===== config.mk =====
export PLATFORM = sky130hd
export DESIGN_NAME = rx_gain_row_search_flat
export DESIGN_NICKNAME = d
export VERILOG_FILES = /design/src/hdl/rgrs_pkg.sv /design/src/hdl/rgrs_if.sv /design/src/hdl/rgrs_cfg_regs.sv /design/src/hdl/rgrs_power.sv /design/src/hdl/rgrs_walk.sv /design/src/hdl/rx_gain_row_search.sv /design/src/flat_wrapper.sv
export SDC_FILE = /design/constraint.sdc
export NUM_CORES = 1
export LEC_CHECK = 0
export CORE_ASPECT_RATIO = 1.5
export CORE_UTILIZATION = 60
export CTS_BUF_LIST = sky130_fd_sc_hd__clkbuf_4
export DETAILED_ROUTE_END_ITERATION = 16
export DONT_BUFFER_PORTS = 1
export GPL_ROUTABILITY_DRIVEN = 0
export GPL_TIMING_DRIVEN = 0
export PLACE_DENSITY = 0.76
export SYNTH_ARGS = -nofsm -noshare
export SYNTH_HDL_FRONTEND = slang
export SYNTH_SLANG_ARGS = --single-unit

===== constraint.sdc =====
create_clock -name clk_i -period 13.2 [get_ports clk_i]
set_input_delay 1.98 -clock clk_i [delete_from_list [all_inputs] [get_ports clk_i]]
set_output_delay 1.98 -clock clk_i [all_outputs]
set_load 0.03 [all_outputs]

===== src/hdl/rgrs_pkg.sv =====
// rgrs_pkg: shared types, codes, gain table and helpers of the receive gain search
// used by every module of rx_gain_row_search and by the channel interfaces
`default_nettype none

package rgrs_pkg;

  // default sizing
  localparam int unsigned GAIN_ROWS_DEF         = 6;
  localparam int unsigned SAMPLE_COUNT_LOG2_DEF = 10;

  localparam int unsigned SUM_W   = 32;
  localparam int unsigned PWR_W   = 24;
  localparam int unsigned ROW_W   = 3;
  localparam int unsigned CFG_W   = 24;
  localparam int unsigned CFG_IDX_W = 3;

  // operation codes
  localparam logic OP_START   = 1'b0;
  localparam logic OP_MEASURE = 1'b1;

  // status codes
  localparam logic [1:0] ST_MEASURE = 2'd0;
  localparam logic [1:0] ST_DONE    = 2'd1;
  localparam logic [1:0] ST_ZERO    = 2'd2;
  localparam logic [1:0] ST_RANGE   = 2'd3;

  // configuration register indexes
  localparam logic [CFG_IDX_W-1:0] REG_POWER_THRESHOLD    = 3'd0;
  localparam logic [CFG_IDX_W-1:0] REG_DESIRED_LOG2_POWER = 3'd1;
  localparam logic [CFG_IDX_W-1:0] REG_START_ROW          = 3'd2;
  localparam logic [CFG_IDX_W-1:0] REG_VGA_GAIN_LIMIT     = 3'd3;
  localparam logic [CFG_IDX_W-1:0] REG_MIXER_TIA_GAIN     = 3'd4;

  typedef struct packed {
    logic [PWR_W-1:0] power_threshold;
    logic [4:0]       desired_log2_power;
    logic [ROW_W-1:0] start_row;
    logic [3:0]       vga_gain_limit;
    logic [3:0]       mixer_tia_gain;
  } cfg_t;

  typedef struct packed {
    logic             operation;
    logic             rx_core;
    logic [SUM_W-1:0] core0_i_power_sum;
    logic [SUM_W-1:0] core0_q_power_sum;
    logic [SUM_W-1:0] core1_i_power_sum;
    logic [SUM_W-1:0] core1_q_power_sum;
  } req_t;

  typedef struct packed {
    logic [1:0]        status;
    logic [15:0]       gain_word;
    logic signed [7:0] tx_power_index;
    logic              tx_core;
    logic [ROW_W-1:0]  best_row;
    logic [PWR_W-1:0]  best_power;
  } rsp_t;

  typedef struct packed {
    logic [3:0]        hpvga;
    logic [1:0]        biq1;
    logic [1:0]        biq0;
    logic [1:0]        lna2;
    logic [1:0]        lna1;
    logic signed [7:0] txidx;
  } gain_row_t;

  // fixed gain table, rows from six upward repeat the last row
  function automatic gain_row_t gain_row(input logic [ROW_W-1:0] row);
    gain_row_t r;
    r = '0;
    case (row)
      3'd0: r.txidx = -8'sd128;
      3'd1: r.txidx = 8'sd70;
      3'd2: r.txidx = 8'sd20;
      3'd3: begin
        r.lna2  = 2'd3;
        r.txidx = 8'sd20;
      end
      3'd4: begin
        r.biq0  = 2'd3;
        r.lna2  = 2'd3;
        r.txidx = 8'sd20;
      end
      default: begin
        r.biq1  = 2'd2;
        r.biq0  = 2'd3;
        r.lna2  = 2'd3;
        r.txidx = 8'sd20;
      end
    endcase
    return r;
  endfunction

  function automatic logic [15:0] pack_gain(input logic [3:0] hp, input gain_row_t r,
                                            input logic [3:0] mixer);
    return {hp, r.biq1, r.biq0, mixer, r.lna2, r.lna1};
  endfunction

  // position of the highest set bit plus one, zero for zero
  function automatic logic [4:0] bit_length(input logic [PWR_W-1:0] v);
    logic [4:0] n;
    n = '0;
    for (int unsigned i = 0; i < PWR_W; i++) begin
      if (v[i]) n = 5'(i + 1);
    end
    return n;
  endfunction

endpackage

`default_nettype wire


===== src/hdl/rgrs_if.sv =====
// rgrs_req_if / rgrs_rsp_if: valid/ready channels of the receive gain search
// depend on rgrs_pkg for field widths
`default_nettype none

interface rgrs_req_if;
  logic                      valid;
  logic                      ready;
  logic                      operation;
  logic                      rx_core;
  logic [rgrs_pkg::SUM_W-1:0] core0_i_power_sum;
  logic [rgrs_pkg::SUM_W-1:0] core0_q_power_sum;
  logic [rgrs_pkg::SUM_W-1:0] core1_i_power_sum;
  logic [rgrs_pkg::SUM_W-1:0] core1_q_power_sum;

  modport source (
    output valid, operation, rx_core, core0_i_power_sum, core0_q_power_sum,
           core1_i_power_sum, core1_q_power_sum,
    input  ready
  );
  modport sink (
    input  valid, operation, rx_core, core0_i_power_sum, core0_q_power_sum,
           core1_i_power_sum, core1_q_power_sum,
    output ready
  );
endinterface

interface rgrs_rsp_if;
  logic                      valid;
  logic                      ready;
  logic [1:0]                status;
  logic [15:0]               gain_word;
  logic signed [7:0]         tx_power_index;
  logic                      tx_core;
  logic [rgrs_pkg::ROW_W-1:0] best_row;
  logic [rgrs_pkg::PWR_W-1:0] best_power;

  modport source (
    output valid, status, gain_word, tx_power_index, tx_core, best_row, best_power,
    input  ready
  );
  modport sink (
    input  valid, status, gain_word, tx_power_index, tx_core, best_row, best_power,
    output ready
  );
endinterface

`default_nettype wire


===== src/hdl/rgrs_cfg_regs.sv =====
// rgrs_cfg_regs: configuration registers of the receive gain search
// depends on rgrs_pkg
`default_nettype none

module rgrs_cfg_regs (
  input  wire logic                           clk_i,
  input  wire logic                           rst_ni,
  input  wire logic                           cfg_we_i,
  input  wire logic [rgrs_pkg::CFG_IDX_W-1:0] cfg_idx_i,
  input  wire logic [rgrs_pkg::CFG_W-1:0]     cfg_data_i,
  output rgrs_pkg::cfg_t                      cfg_o
);
  import rgrs_pkg::*;

  cfg_t cfg_q;

  always_ff @(posedge clk_i or negedge rst_ni) begin
    if (!rst_ni) begin
      cfg_q.power_threshold    <= 24'd10000;
      cfg_q.desired_log2_power <= 5'd13;
      cfg_q.start_row          <= 3'd3;
      cfg_q.vga_gain_limit     <= 4'd10;
      cfg_q.mixer_tia_gain     <= 4'd3;
    end else if (cfg_we_i) begin
      unique case (cfg_idx_i)
        REG_POWER_THRESHOLD:    cfg_q.power_threshold    <= cfg_data_i;
        REG_DESIRED_LOG2_POWER: cfg_q.desired_log2_power <= cfg_data_i[4:0];
        REG_START_ROW:          cfg_q.start_row          <= cfg_data_i[ROW_W-1:0];
        REG_VGA_GAIN_LIMIT:     cfg_q.vga_gain_limit     <= cfg_data_i[3:0];
        REG_MIXER_TIA_GAIN:     cfg_q.mixer_tia_gain     <= cfg_data_i[3:0];
        default: ;
      endcase
    end
  end

  assign cfg_o = cfg_q;

endmodule

`default_nettype wire


===== src/hdl/rgrs_power.sv =====
// rgrs_power: picks the sums of the selected core, rounds each and adds them
// depends on rgrs_pkg
`default_nettype none

module rgrs_power #(
  parameter int unsigned SAMPLE_COUNT_LOG2 = rgrs_pkg::SAMPLE_COUNT_LOG2_DEF
) (
  input  wire rgrs_pkg::req_t             item_i,
  input  wire logic                       core_i,
  output logic [rgrs_pkg::PWR_W-1:0]      power_o
);
  import rgrs_pkg::*;

  localparam logic [SUM_W:0] HALF = (SUM_W+1)'(1) << (SAMPLE_COUNT_LOG2 - 1);

  logic [SUM_W-1:0] sum_i, sum_q;
  logic [SUM_W:0]   rnd_i, rnd_q;

  always_comb begin
    sum_i = core_i ? item_i.core1_i_power_sum : item_i.core0_i_power_sum;
    sum_q = core_i ? item_i.core1_q_power_sum : item_i.core0_q_power_sum;
    // round to nearest, carry kept in the extra bit
    rnd_i = ({1'b0, sum_i} + HALF) >> SAMPLE_COUNT_LOG2;
    rnd_q = ({1'b0, sum_q} + HALF) >> SAMPLE_COUNT_LOG2;
  end

  assign power_o = PWR_W'(rnd_i + rnd_q);

endmodule

`default_nettype wire


===== src/hdl/rgrs_walk.sv =====
// rgrs_walk: search state and row walk, forms one result per request
// depends on rgrs_pkg
`default_nettype none

module rgrs_walk #(
  parameter int unsigned GAIN_ROWS = rgrs_pkg::GAIN_ROWS_DEF
) (
  input  wire logic                  clk_i,
  input  wire logic                  rst_ni,
  input  wire logic                  step_i,
  input  wire rgrs_pkg::req_t        item_i,
  input  wire rgrs_pkg::cfg_t        cfg_i,
  input  wire logic [rgrs_pkg::PWR_W-1:0] power_i,
  output logic                       sel_core_o,
  output rgrs_pkg::rsp_t             rsp_o
);
  import rgrs_pkg::*;

  localparam logic [1:0] DIR_INIT = 2'd0;
  localparam logic [1:0] DIR_UP   = 2'd1;
  localparam logic [1:0] DIR_DOWN = 2'd2;

  localparam logic [ROW_W-1:0] LAST_ROW = ROW_W'(GAIN_ROWS - 1);
  localparam logic [ROW_W:0]   ROWS     = (ROW_W+1)'(GAIN_ROWS);

  logic             search_q, search_d;
  logic [1:0]       dir_q, dir_d;
  logic [3:0]       cur_q, cur_d;
  logic [ROW_W-1:0] prev_row_q, prev_row_d;
  logic [PWR_W-1:0] prev_pwr_q, prev_pwr_d;
  logic             sel_q, sel_d;

  always_ff @(posedge clk_i or negedge rst_ni) begin
    if (!rst_ni) begin
      search_q   <= 1'b0;
      dir_q      <= DIR_INIT;
      cur_q      <= '0;
      prev_row_q <= '0;
      prev_pwr_q <= '0;
      sel_q      <= 1'b0;
    end else if (step_i) begin
      search_q   <= search_d;
      dir_q      <= dir_d;
      cur_q      <= cur_d;
      prev_row_q <= prev_row_d;
      prev_pwr_q <= prev_pwr_d;
      sel_q      <= sel_d;
    end
  end

  assign sel_core_o = sel_q;

  always_comb begin
    logic [ROW_W-1:0] cur;
    logic             gt;
    logic             done;
    logic             oob;
    logic [ROW_W-1:0] opt_row;
    logic [PWR_W-1:0] opt_pwr;
    logic signed [6:0] hp;
    gain_row_t        row;

    search_d   = search_q;
    dir_d      = dir_q;
    cur_d      = cur_q;
    prev_row_d = prev_row_q;
    prev_pwr_d = prev_pwr_q;
    sel_d      = sel_q;

    cur     = cur_q[ROW_W-1:0];
    gt      = power_i > cfg_i.power_threshold;
    done    = 1'b0;
    oob     = 1'b0;
    opt_row = cur;
    opt_pwr = power_i;
    hp      = '0;
    row     = gain_row(cur);

    rsp_o         = '0;
    rsp_o.tx_core = ~sel_q;

    if (item_i.operation == OP_START) begin
      sel_d         = item_i.rx_core;
      dir_d         = DIR_INIT;
      prev_row_d    = '0;
      prev_pwr_d    = '0;
      rsp_o.tx_core = ~item_i.rx_core;
      if ({1'b0, cfg_i.start_row} >= ROWS) begin
        search_d     = 1'b0;
        cur_d        = '0;
        rsp_o.status = ST_RANGE;
      end else begin
        search_d             = 1'b1;
        cur_d                = {1'b0, cfg_i.start_row};
        row                  = gain_row(cfg_i.start_row);
        rsp_o.status         = ST_MEASURE;
        rsp_o.gain_word      = pack_gain(row.hpvga, row, cfg_i.mixer_tia_gain);
        rsp_o.tx_power_index = row.txidx;
      end
    end else if (!search_q) begin
      rsp_o.status = ST_RANGE;
    end else if (power_i == '0) begin
      search_d     = 1'b0;
      rsp_o.status = ST_ZERO;
    end else begin
      unique case (dir_q)
        DIR_UP: begin
          if (gt) begin
            done    = 1'b1;
            opt_row = prev_row_q;
            opt_pwr = prev_pwr_q;
          end else begin
            prev_row_d = cur;
            cur_d      = cur_q + 4'd1;
            oob        = (cur == LAST_ROW);
          end
        end
        DIR_DOWN: begin
          if (gt) begin
            prev_row_d = cur;
            cur_d      = cur_q - 4'd1;
            oob        = (cur == '0);
          end else begin
            done = 1'b1;
          end
        end
        default: begin
          // first measurement sets the walk direction
          dir_d      = gt ? DIR_DOWN : DIR_UP;
          prev_row_d = cur;
          cur_d      = gt ? (cur_q - 4'd1) : (cur_q + 4'd1);
          oob        = gt ? (cur == '0) : (cur == LAST_ROW);
        end
      endcase

      // stepping off either end ends the walk at the measured row
      if (oob) begin
        done    = 1'b1;
        opt_row = cur;
        opt_pwr = power_i;
      end else begin
        prev_pwr_d = power_i;
      end

      if (!done) begin
        row                  = gain_row(cur_d[ROW_W-1:0]);
        rsp_o.status         = ST_MEASURE;
        rsp_o.gain_word      = pack_gain(row.hpvga, row, cfg_i.mixer_tia_gain);
        rsp_o.tx_power_index = row.txidx;
      end else begin
        search_d = 1'b0;
        if (opt_pwr == '0 || {1'b0, opt_row} >= ROWS) begin
          rsp_o.status = ST_RANGE;
        end else begin
          row = gain_row(opt_row);
          hp  = 7'(signed'({3'b000, row.hpvga})) + 7'(signed'({2'b00, cfg_i.desired_log2_power}))
                - 7'(signed'({2'b00, bit_length(opt_pwr)}));
          if (hp < 7'sd0) hp = 7'sd0;
          if (hp > 7'(signed'({3'b000, cfg_i.vga_gain_limit}))) begin
            hp = 7'(signed'({3'b000, cfg_i.vga_gain_limit}));
          end
          rsp_o.status         = ST_DONE;
          rsp_o.gain_word      = pack_gain(hp[3:0], row, cfg_i.mixer_tia_gain);
          rsp_o.tx_power_index = gain_row(cur).txidx;
          rsp_o.best_row       = opt_row;
          rsp_o.best_power     = opt_pwr;
        end
      end
    end
  end

endmodule

`default_nettype wire


===== src/hdl/rx_gain_row_search.sv =====
// rx_gain_row_search: top level of the receive gain search
// depends on rgrs_pkg, rgrs_if, rgrs_cfg_regs, rgrs_power and rgrs_walk
`default_nettype none

// Takes one request per clock while the result side accepts, and returns one
// result per request, in order. A request is latched in an input register, the
// power rounding and the row walk settle in one combinational stage, and the
// result sits in an output register: one request per cycle sustained, set by the
// single compute stage between the two registers.
// Back pressure on the result side stalls the input register, which still
// frees in the same cycle the result is taken. Configuration writes are
// expected only while no request is in flight.
module rx_gain_row_search #(
  parameter int unsigned GAIN_ROWS         = rgrs_pkg::GAIN_ROWS_DEF,
  parameter int unsigned SAMPLE_COUNT_LOG2 = rgrs_pkg::SAMPLE_COUNT_LOG2_DEF
) (
  input  wire logic                           clk_i,
  input  wire logic                           rst_ni,
  input  wire logic                           cfg_we_i,
  input  wire logic [rgrs_pkg::CFG_IDX_W-1:0] cfg_idx_i,
  input  wire logic [rgrs_pkg::CFG_W-1:0]     cfg_data_i,
  rgrs_req_if.sink                            req,
  rgrs_rsp_if.source                          rsp
);
  import rgrs_pkg::*;

  logic             in_vld_q;
  req_t             in_q;
  logic             out_vld_q;
  rsp_t             out_q;
  logic             advance;
  cfg_t             cfg;
  logic             sel_core;
  logic [PWR_W-1:0] power;
  rsp_t             walk_rsp;

  assign advance   = in_vld_q && (!out_vld_q || rsp.ready);
  assign req.ready = !in_vld_q || advance;

  always_ff @(posedge clk_i or negedge rst_ni) begin
    if (!rst_ni) begin
      in_vld_q <= 1'b0;
    end else if (req.ready) begin
      in_vld_q <= req.valid;
    end
  end

  always_ff @(posedge clk_i) begin
    if (req.valid && req.ready) begin
      in_q.operation         <= req.operation;
      in_q.rx_core           <= req.rx_core;
      in_q.core0_i_power_sum <= req.core0_i_power_sum;
      in_q.core0_q_power_sum <= req.core0_q_power_sum;
      in_q.core1_i_power_sum <= req.core1_i_power_sum;
      in_q.core1_q_power_sum <= req.core1_q_power_sum;
    end
  end

  rgrs_cfg_regs u_cfg (
    .clk_i      (clk_i),
    .rst_ni     (rst_ni),
    .cfg_we_i   (cfg_we_i),
    .cfg_idx_i  (cfg_idx_i),
    .cfg_data_i (cfg_data_i),
    .cfg_o      (cfg)
  );

  rgrs_power #(
    .SAMPLE_COUNT_LOG2 (SAMPLE_COUNT_LOG2)
  ) u_power (
    .item_i  (in_q),
    .core_i  (sel_core),
    .power_o (power)
  );

  rgrs_walk #(
    .GAIN_ROWS (GAIN_ROWS)
  ) u_walk (
    .clk_i      (clk_i),
    .rst_ni     (rst_ni),
    .step_i     (advance),
    .item_i     (in_q),
    .cfg_i      (cfg),
    .power_i    (power),
    .sel_core_o (sel_core),
    .rsp_o      (walk_rsp)
  );

  always_ff @(posedge clk_i or negedge rst_ni) begin
    if (!rst_ni) begin
      out_vld_q <= 1'b0;
    end else if (advance) begin
      out_vld_q <= 1'b1;
    end else if (rsp.ready) begin
      out_vld_q <= 1'b0;
    end
  end

  always_ff @(posedge clk_i) begin
    if (advance) begin
      out_q <= walk_rsp;
    end
  end

  assign rsp.valid          = out_vld_q;
  assign rsp.status         = out_q.status;
  assign rsp.gain_word      = out_q.gain_word;
  assign rsp.tx_power_index = out_q.tx_power_index;
  assign rsp.tx_core        = out_q.tx_core;
  assign rsp.best_row       = out_q.best_row;
  assign rsp.best_power     = out_q.best_power;

endmodule

`default_nettype wire


===== src/flat_wrapper.sv =====
// flat-port wrapper written by rule: the top's interface ports become plain ports
module rx_gain_row_search_flat import rgrs_pkg::*;
#(
  parameter int unsigned GAIN_ROWS         = rgrs_pkg::GAIN_ROWS_DEF,
  parameter int unsigned SAMPLE_COUNT_LOG2 = rgrs_pkg::SAMPLE_COUNT_LOG2_DEF
)
  (clk_i, rst_ni, cfg_we_i, cfg_idx_i, cfg_data_i, req_valid, req_operation, req_rx_core, req_core0_i_power_sum, req_core0_q_power_sum, req_core1_i_power_sum, req_core1_q_power_sum, req_ready, rsp_valid, rsp_status, rsp_gain_word, rsp_tx_power_index, rsp_tx_core, rsp_best_row, rsp_best_power, rsp_ready);
  rgrs_req_if req_i ();
  rgrs_rsp_if rsp_i ();
  input  wire logic clk_i;
  input  wire logic rst_ni;
  input  wire logic cfg_we_i;
  input  wire logic [rgrs_pkg::CFG_IDX_W-1:0] cfg_idx_i;
  input  wire logic [rgrs_pkg::CFG_W-1:0] cfg_data_i;
  input wire logic [$bits(req_i.valid)-1:0] req_valid;
  input wire logic [$bits(req_i.operation)-1:0] req_operation;
  input wire logic [$bits(req_i.rx_core)-1:0] req_rx_core;
  input wire logic [$bits(req_i.core0_i_power_sum)-1:0] req_core0_i_power_sum;
  input wire logic [$bits(req_i.core0_q_power_sum)-1:0] req_core0_q_power_sum;
  input wire logic [$bits(req_i.core1_i_power_sum)-1:0] req_core1_i_power_sum;
  input wire logic [$bits(req_i.core1_q_power_sum)-1:0] req_core1_q_power_sum;
  output wire logic [$bits(req_i.ready)-1:0] req_ready;
  output wire logic [$bits(rsp_i.valid)-1:0] rsp_valid;
  output wire logic [$bits(rsp_i.status)-1:0] rsp_status;
  output wire logic [$bits(rsp_i.gain_word)-1:0] rsp_gain_word;
  output wire logic [$bits(rsp_i.tx_power_index)-1:0] rsp_tx_power_index;
  output wire logic [$bits(rsp_i.tx_core)-1:0] rsp_tx_core;
  output wire logic [$bits(rsp_i.best_row)-1:0] rsp_best_row;
  output wire logic [$bits(rsp_i.best_power)-1:0] rsp_best_power;
  input wire logic [$bits(rsp_i.ready)-1:0] rsp_ready;
  assign req_i.valid = req_valid;
  assign req_i.operation = req_operation;
  assign req_i.rx_core = req_rx_core;
  assign req_i.core0_i_power_sum = req_core0_i_power_sum;
  assign req_i.core0_q_power_sum = req_core0_q_power_sum;
  assign req_i.core1_i_power_sum = req_core1_i_power_sum;
  assign req_i.core1_q_power_sum = req_core1_q_power_sum;
  assign req_ready = req_i.ready;
  assign rsp_valid = rsp_i.valid;
  assign rsp_status = rsp_i.status;
  assign rsp_gain_word = rsp_i.gain_word;
  assign rsp_tx_power_index = rsp_i.tx_power_index;
  assign rsp_tx_core = rsp_i.tx_core;
  assign rsp_best_row = rsp_i.best_row;
  assign rsp_best_power = rsp_i.best_power;
  assign rsp_i.ready = rsp_ready;
  rx_gain_row_search #(.GAIN_ROWS(GAIN_ROWS), .SAMPLE_COUNT_LOG2(SAMPLE_COUNT_LOG2)) u_core (.clk_i(clk_i), .rst_ni(rst_ni), .cfg_we_i(cfg_we_i), .cfg_idx_i(cfg_idx_i), .cfg_data_i(cfg_data_i), .req(req_i), .rsp(rsp_i));
endmodule

==> results of run 1 <==
-- stage by stage --
| step | TNS [ps] | instances |
|---|---|---|
| after floorplan | 0 | 1257 |
| after detailed placement | -1750 | 1526 |
| final | 0 | 1623 |
| after global placement | -1310 | 1525 |
| after global routing | 0 | 1623 |
| after CTS | 0 | 1620 |
-- cell usage in the layout (no fill, tap or decap), types with 30 or more instances in the layout --
cell      synthesis  routed
edfxtp_1        139     139
nand2_1         112     112
a21oi_1          93      92
nor2_1           76      76
clkbuf_4          0      76
o21ai_0          76      75
ha_1             71      71
inv_1            67      66
dfrtp_1          62      61
mux2i_1          39      39
clkbuf_1         34      32
xor2_1           31      31
xnor2_1          30      30
a22o_1           30      30
-- registers in the layout, summed over array words and instances (netlist names) --
signal	flops
u_core.rsp.status	2
u_core.u_walk.prev_row_q	3
u_core.u_walk.cur_q	3
u_core.rsp.tx_core	1
u_core.u_cfg.cfg_o	40
u_core.rsp.best_power	24
u_core.in_vld_q	1
u_core.u_walk.search_q	1
u_core.rsp.tx_power_index	4
u_core.u_walk.dir_q	2
u_core.rsp.gain_word	11
u_core.u_walk.sel_core_o	1
u_core.rsp.valid	1
u_core.in_q	94
u_core.u_walk.prev_pwr_q	24
u_core.rsp.best_row	3
-- how the worst min path moves through the flow --
stage / end / slack [ps] / depth (start not counted)
after detailed placement: u_core.rsp.valid / 480 / 1
after global placement: u_core.rsp.valid / 470 / 1
after CTS: u_core.u_cfg.cfg_o[3] / 520 / 1
after floorplan: u_core.rsp.valid / 460 / 1
after global routing: u_core.u_cfg.cfg_o[3] / 520 / 1
final: u_core.u_cfg.cfg_o[3] / 510 / 1
-- logic make-up after synthesis --
kind of cell | count (synthesis)
AOI/OAI and AO/OA | 336
xor gates and xnor gates | 61
adders and majority gates | 73
buffers and inverters | 124
DFF | 215
muxes | 58
other | 1
and+or+nand+nor | 384
-- per-layer routing --
layer | wire length (um) | part of all wire | vias to the layer above
met5 | 0 | 0 | -
met4 | 1840 | 0.059 | 0
met3 | 2000 | 0.064 | 123
met2 | 15900 | 0.51 | 379
met1 | 11400 | 0.37 | 4730
li1 | - | - | 4777
-- area by class of cell --
class	instances	area share
diodes	1	0.000179
plain buffers	55	0.0196
well taps	268	0.0240
flip-flops and latches	215	0.437
clock inverters	18	0.00709
inverters	68	0.0183
repair buffers	4	0.00359
multi-input cells	918	0.449
clock buffers	76	0.0409
-- power breakdown --
part	internal, W	switching, W	total [W]
logic	0.000592	0.000938	0.00153
registers	0.000876	0.000158	0.00103
clock network	0.000284	0.000269	0.000553
total	0.00175	0.00136	0.00312
-- Yosys cell counts (all sizes together), types with 6 or more instances --
cell,instances,area share
o31ai,6,0.0035
nor3,27,0.011
o22ai,6,0.0029
dfstp,14,0.029
nand4,10,0.0049
nand2,112,0.033
or2,12,0.0058
or4,6,0.0035
o21ai,80,0.031
nor4,10,0.0049
edfxtp,139,0.32
clkbuf,34,0.0099
xnor2,30,0.020
dfrtp,62,0.12
a21o,14,0.0082
or3,13,0.0063
nand2b,18,0.0088
a32oi,6,0.0041
buf,22,0.011
o21a,9,0.0053
a211oi,15,0.0088
nand3b,7,0.0041
o211ai,13,0.0080
and2,15,0.0075
inv,68,0.020
a22o,30,0.020
ha,71,0.069
mux2i,39,0.030
a21boi,8,0.0047
a31oi,8,0.0039
a21oi,93,0.036
mux2,19,0.017
xor2,31,0.021
a32o,7,0.0055
nor2b,28,0.014
and3,10,0.0049
nor2,76,0.022
nand3,21,0.0082
-- worst register-to-register path, delay by kind of cell, from the launching register on --
kind	cells	cell delay [ps]
AND/OR/NAND/NOR	18	3960
AO/OA/AOI/OAI	14	2630
buffers and inverters	6	2090
multiplexers	5	1430
adder cells (fa/ha/maj)	5	1400
flip-flops	1	560
XOR/XNOR	1	160
-- repair_timing --
item | 4_1_cts | 5_1_grt
pin swaps | 1 | 1
resized for setup | 3 | 5
endpoints found under the setup margin | 4 | 4
setup buffers | 0 | 3
endpoints found under the hold margin | 0 | 0
hold buffers | 0 | 0
==> summary.txt, run 1 <==
Post-Synthesis Cells: 1252
Internal reg-to-reg setup slack: 690 ps
Multi-input gate area: 6260 um^2
Met2 GRT Util: 0.500
P_leak: 5.53 nW
Drt pass-1 iters: 7
Setup crit end kind: flip-flop
Core Region: 21000 um^2
DR vias: 10000
Mux cell area share after synthesis: 0.0470
Syn Area/Cell: 10.3 um^2
Clock Tree Buf Depth: 3
Reg-to-reg endpoint: u_core.rsp.gain_word[14]
Final instance area: 13900 um^2
Crit-path max FO: 14
Worst endpoint required time: 13640 ps
Clock Skew: 53.5 ps
Initial drt markers: 574
Part of the cycle the worst path needs: 0.947
Routed Antenna Nets: 0
Pwr/cell area: 223 nW/um^2
Slew @ Worst Pin: 1020 ps
Number of fill cells: 1697
Total gr overflow: 0
Sequential Area: 6090 um^2
Worst slew margin: 0.316
First-pass GRT wire length: 49000 um
Prevailing post-synth register cell: edfxtp_1
Largest net degree at the start of global routing: 79
Worst path bufs/invs: 6
CTS tree: yes
Seq cells post-synth: 215
M1 GR Usage: 0.301
Levels on crit path: 49
Compound-gate portion of the synthesized area: 0.172
Mapped cell area: 12800 um^2
P&R area growth vs syn: 8.52%
Worst Path Arrival: 12950 ps
Hold WS: 514 ps
# rows: 65
Met3 usage: 0.0679
Distinct cells, synth: 80
Crit path max-delay family: simple AND/OR/NAND/NOR gates
Largest family of logic cells by synthesized area: compound AO/OA/AOI/OAI gates
Top Ports: 218
Via/cell ratio: 6.17
Startpoint class of the critical path: flip-flop
Die area: 22000 um^2
DIE WIDTH: 121 um
Effective utilization at floorplan: 0.612
Place WS: -460 ps
Critical path class: flip-flop to flip-flop
Setup ws final: 695 ps
Reg2reg path depth: 49
Routed wire length: 31100 um
RSZ-0062 raised after global routing: false
Minimum clock period: 12510 ps
RR Startpoint: u_core.u_walk.sel_core_o
CTS Buf Count: 51
Simple-gate share of the synthesized area: 0.151
Die Ht: 181 um
Post-Synth XOR/XNOR Area: 0.0416
Fin. Hold Viols: 0
Clk sinks: 215
Most frequent cell on the critical path: ha_1
Seq/Total Area, Yosys: 0.474
CP max-delay cell: dfrtp_2
Initial antenna violation count: 1
Final setup fails: 0
Final net count: 1548
Root Driver: clkbuf_4
Ys async rst share: 0.353
Placed inst area: 13200 um^2
I/O Buffers: 0
Total track usage: 0.287
Synth warn: 0
Fmax: 80.0 MHz
Worst Setup SP: u_core.u_walk.sel_core_o
Crit path capture: u_core.rsp.gain_word[14]
Total power: 0.00312 W
Max-cap viol count: 0
Worst-skew pair later-pin latency: 710 ps
Number of synthesized flops with an enable pin: 139
Layout cells sized above 1: 0.122
Min-Delay Path Class: flip-flop to flip-flop
Adder-cell area share of the yosys netlist: 0.0722
H-tree depth: 2
Post-DP HPWL: 23300 um
Hold Startpoint: u_core.u_cfg.cfg_o[3]
CTS clock-pin slew for the worst setup and hold paths: 80 ps
Fin util: 0.665
# DRC: 0
Slew Limit Fails: 0
Peak VDD IR: 0.144 mV
Most used routing layer: met2
Worst path max stage delay: 560 ps
Vias in the first global route: 9969
Status: completed
Routed wire per std cell: 19.1 um
(Power assumes the default switching activity.)
==> run 2: changes to the inputs <==
- RECOVER_POWER: unset -> 50
==> run 2 against run 1 <==
The flow now finishes with violations (capacitance limit, slew limit). Utilization down 0.13 points. Fmax down 0.14%. Wire length about the same. Final cell count unchanged. Power about the same. Worst setup slack worse by 18 ps. First-iteration DRC count unchanged. Critical endpoint unchanged.
==> summary.txt, run 2 (same netlist as run 1, synthesis figures left out) <==
Status: finished, violations left (was completed)
Violated checks: capacitance limit, slew limit
Post-DP HPWL: 23300 um (unchanged)
Met1 wire length: 11400 um (about the same)
Pwr/cell area: 224 nW/um^2 (was 223 nW/um^2)
Net Sw Frac: 0.438 (about the same)
P_sw: 0.00136 W (about the same)
Part of the cycle the worst path needs: 0.949 (was 0.947)
Drt pass-1 iters: 7 (unchanged)
P_leak: 5.51 nW (was 5.53 nW)
Setup crit end kind: flip-flop (unchanged)
P&R area growth vs syn: 8.32% (was 8.52%)
Die area: 22000 um^2 (unchanged)
Clk sinks: 215 (unchanged)
Largest net degree at the start of global routing: 79 (unchanged)
Minimum clock period: 12520 ps (was 12510 ps)
I/O Buffers: 0 (unchanged)
Max-cap viol count: 1 (was 0)
Min-Delay Path Class: flip-flop to flip-flop (unchanged)
Via/cell ratio: 6.17 (about the same)
Crit-path max FO: 14 (unchanged)
Fin. Hold Viols: 0 (unchanged)
First-pass GRT wire length: 49000 um (unchanged)
RSZ-0062 raised after global routing: false (unchanged)
Most common cell after layout, fill and taps aside: edfxtp_1 (unchanged)
Vias in the first global route: 9969 (unchanged)
Commonest non-fill, non-tap cells in the layout: edfxtp_1, nand2_1, a21oi_1 (unchanged)
DIE WIDTH: 121 um (unchanged)
Clock Skew: 53.8 ps (was 53.5 ps)
Top reg by flops: u_core.in_q (unchanged)
Initial antenna violation count: 1 (unchanged)
Top sig layer: met4 (unchanged)
Initial drt markers: 574 (unchanged)
Layout cells sized above 1: 0.120 (was 0.122)
CTS Buf Count: 51 (unchanged)
Worst-skew pair later-pin latency: 710 ps (about the same)
Worst path max stage delay: 560 ps (about the same)
Worst slew margin: -1.53 (was 0.316)
Most frequent cell on the critical path: ha_1 (unchanged)
CTS tree: yes (unchanged)
Total gr overflow: 0 (unchanged)
Final setup fails: 0 (unchanged)
Slew @ Worst Pin: 3800 ps (was 1020 ps)
CTS clock-pin slew for the worst setup and hold paths: 80 ps (about the same)
P_int: 0.00175 W (about the same)
Fmax: 79.9 MHz (was 80.0 MHz)
Startpoint class of the critical path: flip-flop (unchanged)
Max FFs per register: 94 (unchanged)
Critical path class: flip-flop to flip-flop (unchanged)
Core Region: 21000 um^2 (unchanged)
Final net count: 1548 (unchanged)
DR vias: 10000 (about the same)
Effective utilization at floorplan: 0.612 (unchanged)
Root Driver: clkbuf_4 (unchanged)
Clock Tree Buf Depth: 3 (unchanged)
Clk pwr share: 0.177 (about the same)
Peak VDD IR: 0.144 mV (about the same)
Hold WS: 514 ps (about the same)
Worst endpoint required time: 13640 ps (about the same)
WL met3: 1990 um (was 2000 um)
Total track usage: 0.287 (unchanged)
Slew Limit Fails: 79 (was 0)
Routed wire length: 31100 um (about the same)
CP max-delay cell: dfrtp_2 (unchanged)
# rows: 65 (unchanged)
Sequential share of power: 0.332 (about the same)
Die Ht: 181 um (unchanged)
Routed Antenna Nets: 0 (unchanged)
H-tree depth: 2 (unchanged)
Worst Path Arrival: 12960 ps (was 12950 ps)
WL met2: 15900 um (about the same)
Routed wire per std cell: 19.1 um (about the same)
# DRC: 0 (unchanged)
Total power: 0.00312 W (about the same)
Logic gate share of total power: 0.490 (was 0.491)
Top Ports: 218 (unchanged)
[run 2: changes by cell type in the layout (fill, tap and decap cells not counted), sizes merged]
cell / previous run / this run
clkbuf: 109 / 110
buf: 26 / 25
[run 2: critical path, delay by kind of cell (launching register included)]
family | cells | cell delay [ps]
fa+ha+maj | 5 | 1400
buf+inv | 6 | 2090
flops | 1 | 560
mux | 5 | 1420
xor+xnor | 1 | 160
compound gates | 14 | 2630
simple gates | 18 | 3940
[run 2: layout make-up]
| class | instances | area [um^2] |
|---|---|---|
| Clock inverter | 18 | 98.8 |
| Buffer | 55 | 273 |
| Inverter | 68 | 255 |
| Sequential cell | 215 | 6090 |
| Clock buffer | 76 | 571 |
| Timing Repair Buffer | 4 | 26.3 |
| Tap cell | 268 | 335 |
| Antenna cell | 1 | 2.50 |
| Fill cell | 1701 | 7060 |
| Multi-Input combinational cell | 918 | 6260 |
[run 2: path summary, 6_finish.rpt]
path,depth (start not counted),end,start,slack [ps]
setup / recovery,49,u_core.rsp.gain_word[14],u_core.u_walk.sel_core_o,680
setup reg to reg,49,u_core.rsp.gain_word[14],u_core.u_walk.sel_core_o,680
hold / removal,1,u_core.u_cfg.cfg_o[3],u_core.u_cfg.cfg_o[3],510
hold reg to reg,1,u_core.u_cfg.cfg_o[3],u_core.u_cfg.cfg_o[3],510
max in group asynchronous,0,u_core.u_cfg.cfg_o[7],rst_ni,12000
min in group asynchronous,0,u_core.u_walk.cur_q[1],rst_ni,980
[run 2: per-layer routing]
layer	track usage	vias to the layer above
met3	0.0679	121
met4	0.192	0
li1	-	4777
met1	0.301	4732
met5	0	-
met2	0.500	380
[run 2: per-stage QoR]
step	util	cells	TNS, ps	area (um^2)	worst slack, ps
6_report	0.663	1623	0	13900	677
5_1_grt	0.663	1623	0	13900	14.9
4_1_cts	0.663	1620	0	13900	1.69
3_5_place_dp	0.631	1526	-1750	13200	-460
3_3_place_gp	0.629	1525	-1310	13200	-350
2_1_floorplan	-	1257	0	12900	2800
[run 2: timing repair]
action	in CTS	in global routing
setup endpoints to repair	4	4
cloned	0	0
resized for setup	3	5
pin swaps	1	1
hold buffers	0	0
buffers inserted	0	3
[run 2: power by group through the flow]
stage	clock network [W]	registers (W)	logic, W
after global routing	0.000593	0.00105	0.00169
final	0.000552	0.00104	0.00153
after CTS	0.000563	0.00103	0.00150
after global placement	0	0.00104	0.00145
after detailed placement	0	0.00104	0.00149
after floorplan	0	0.00102	0.00114
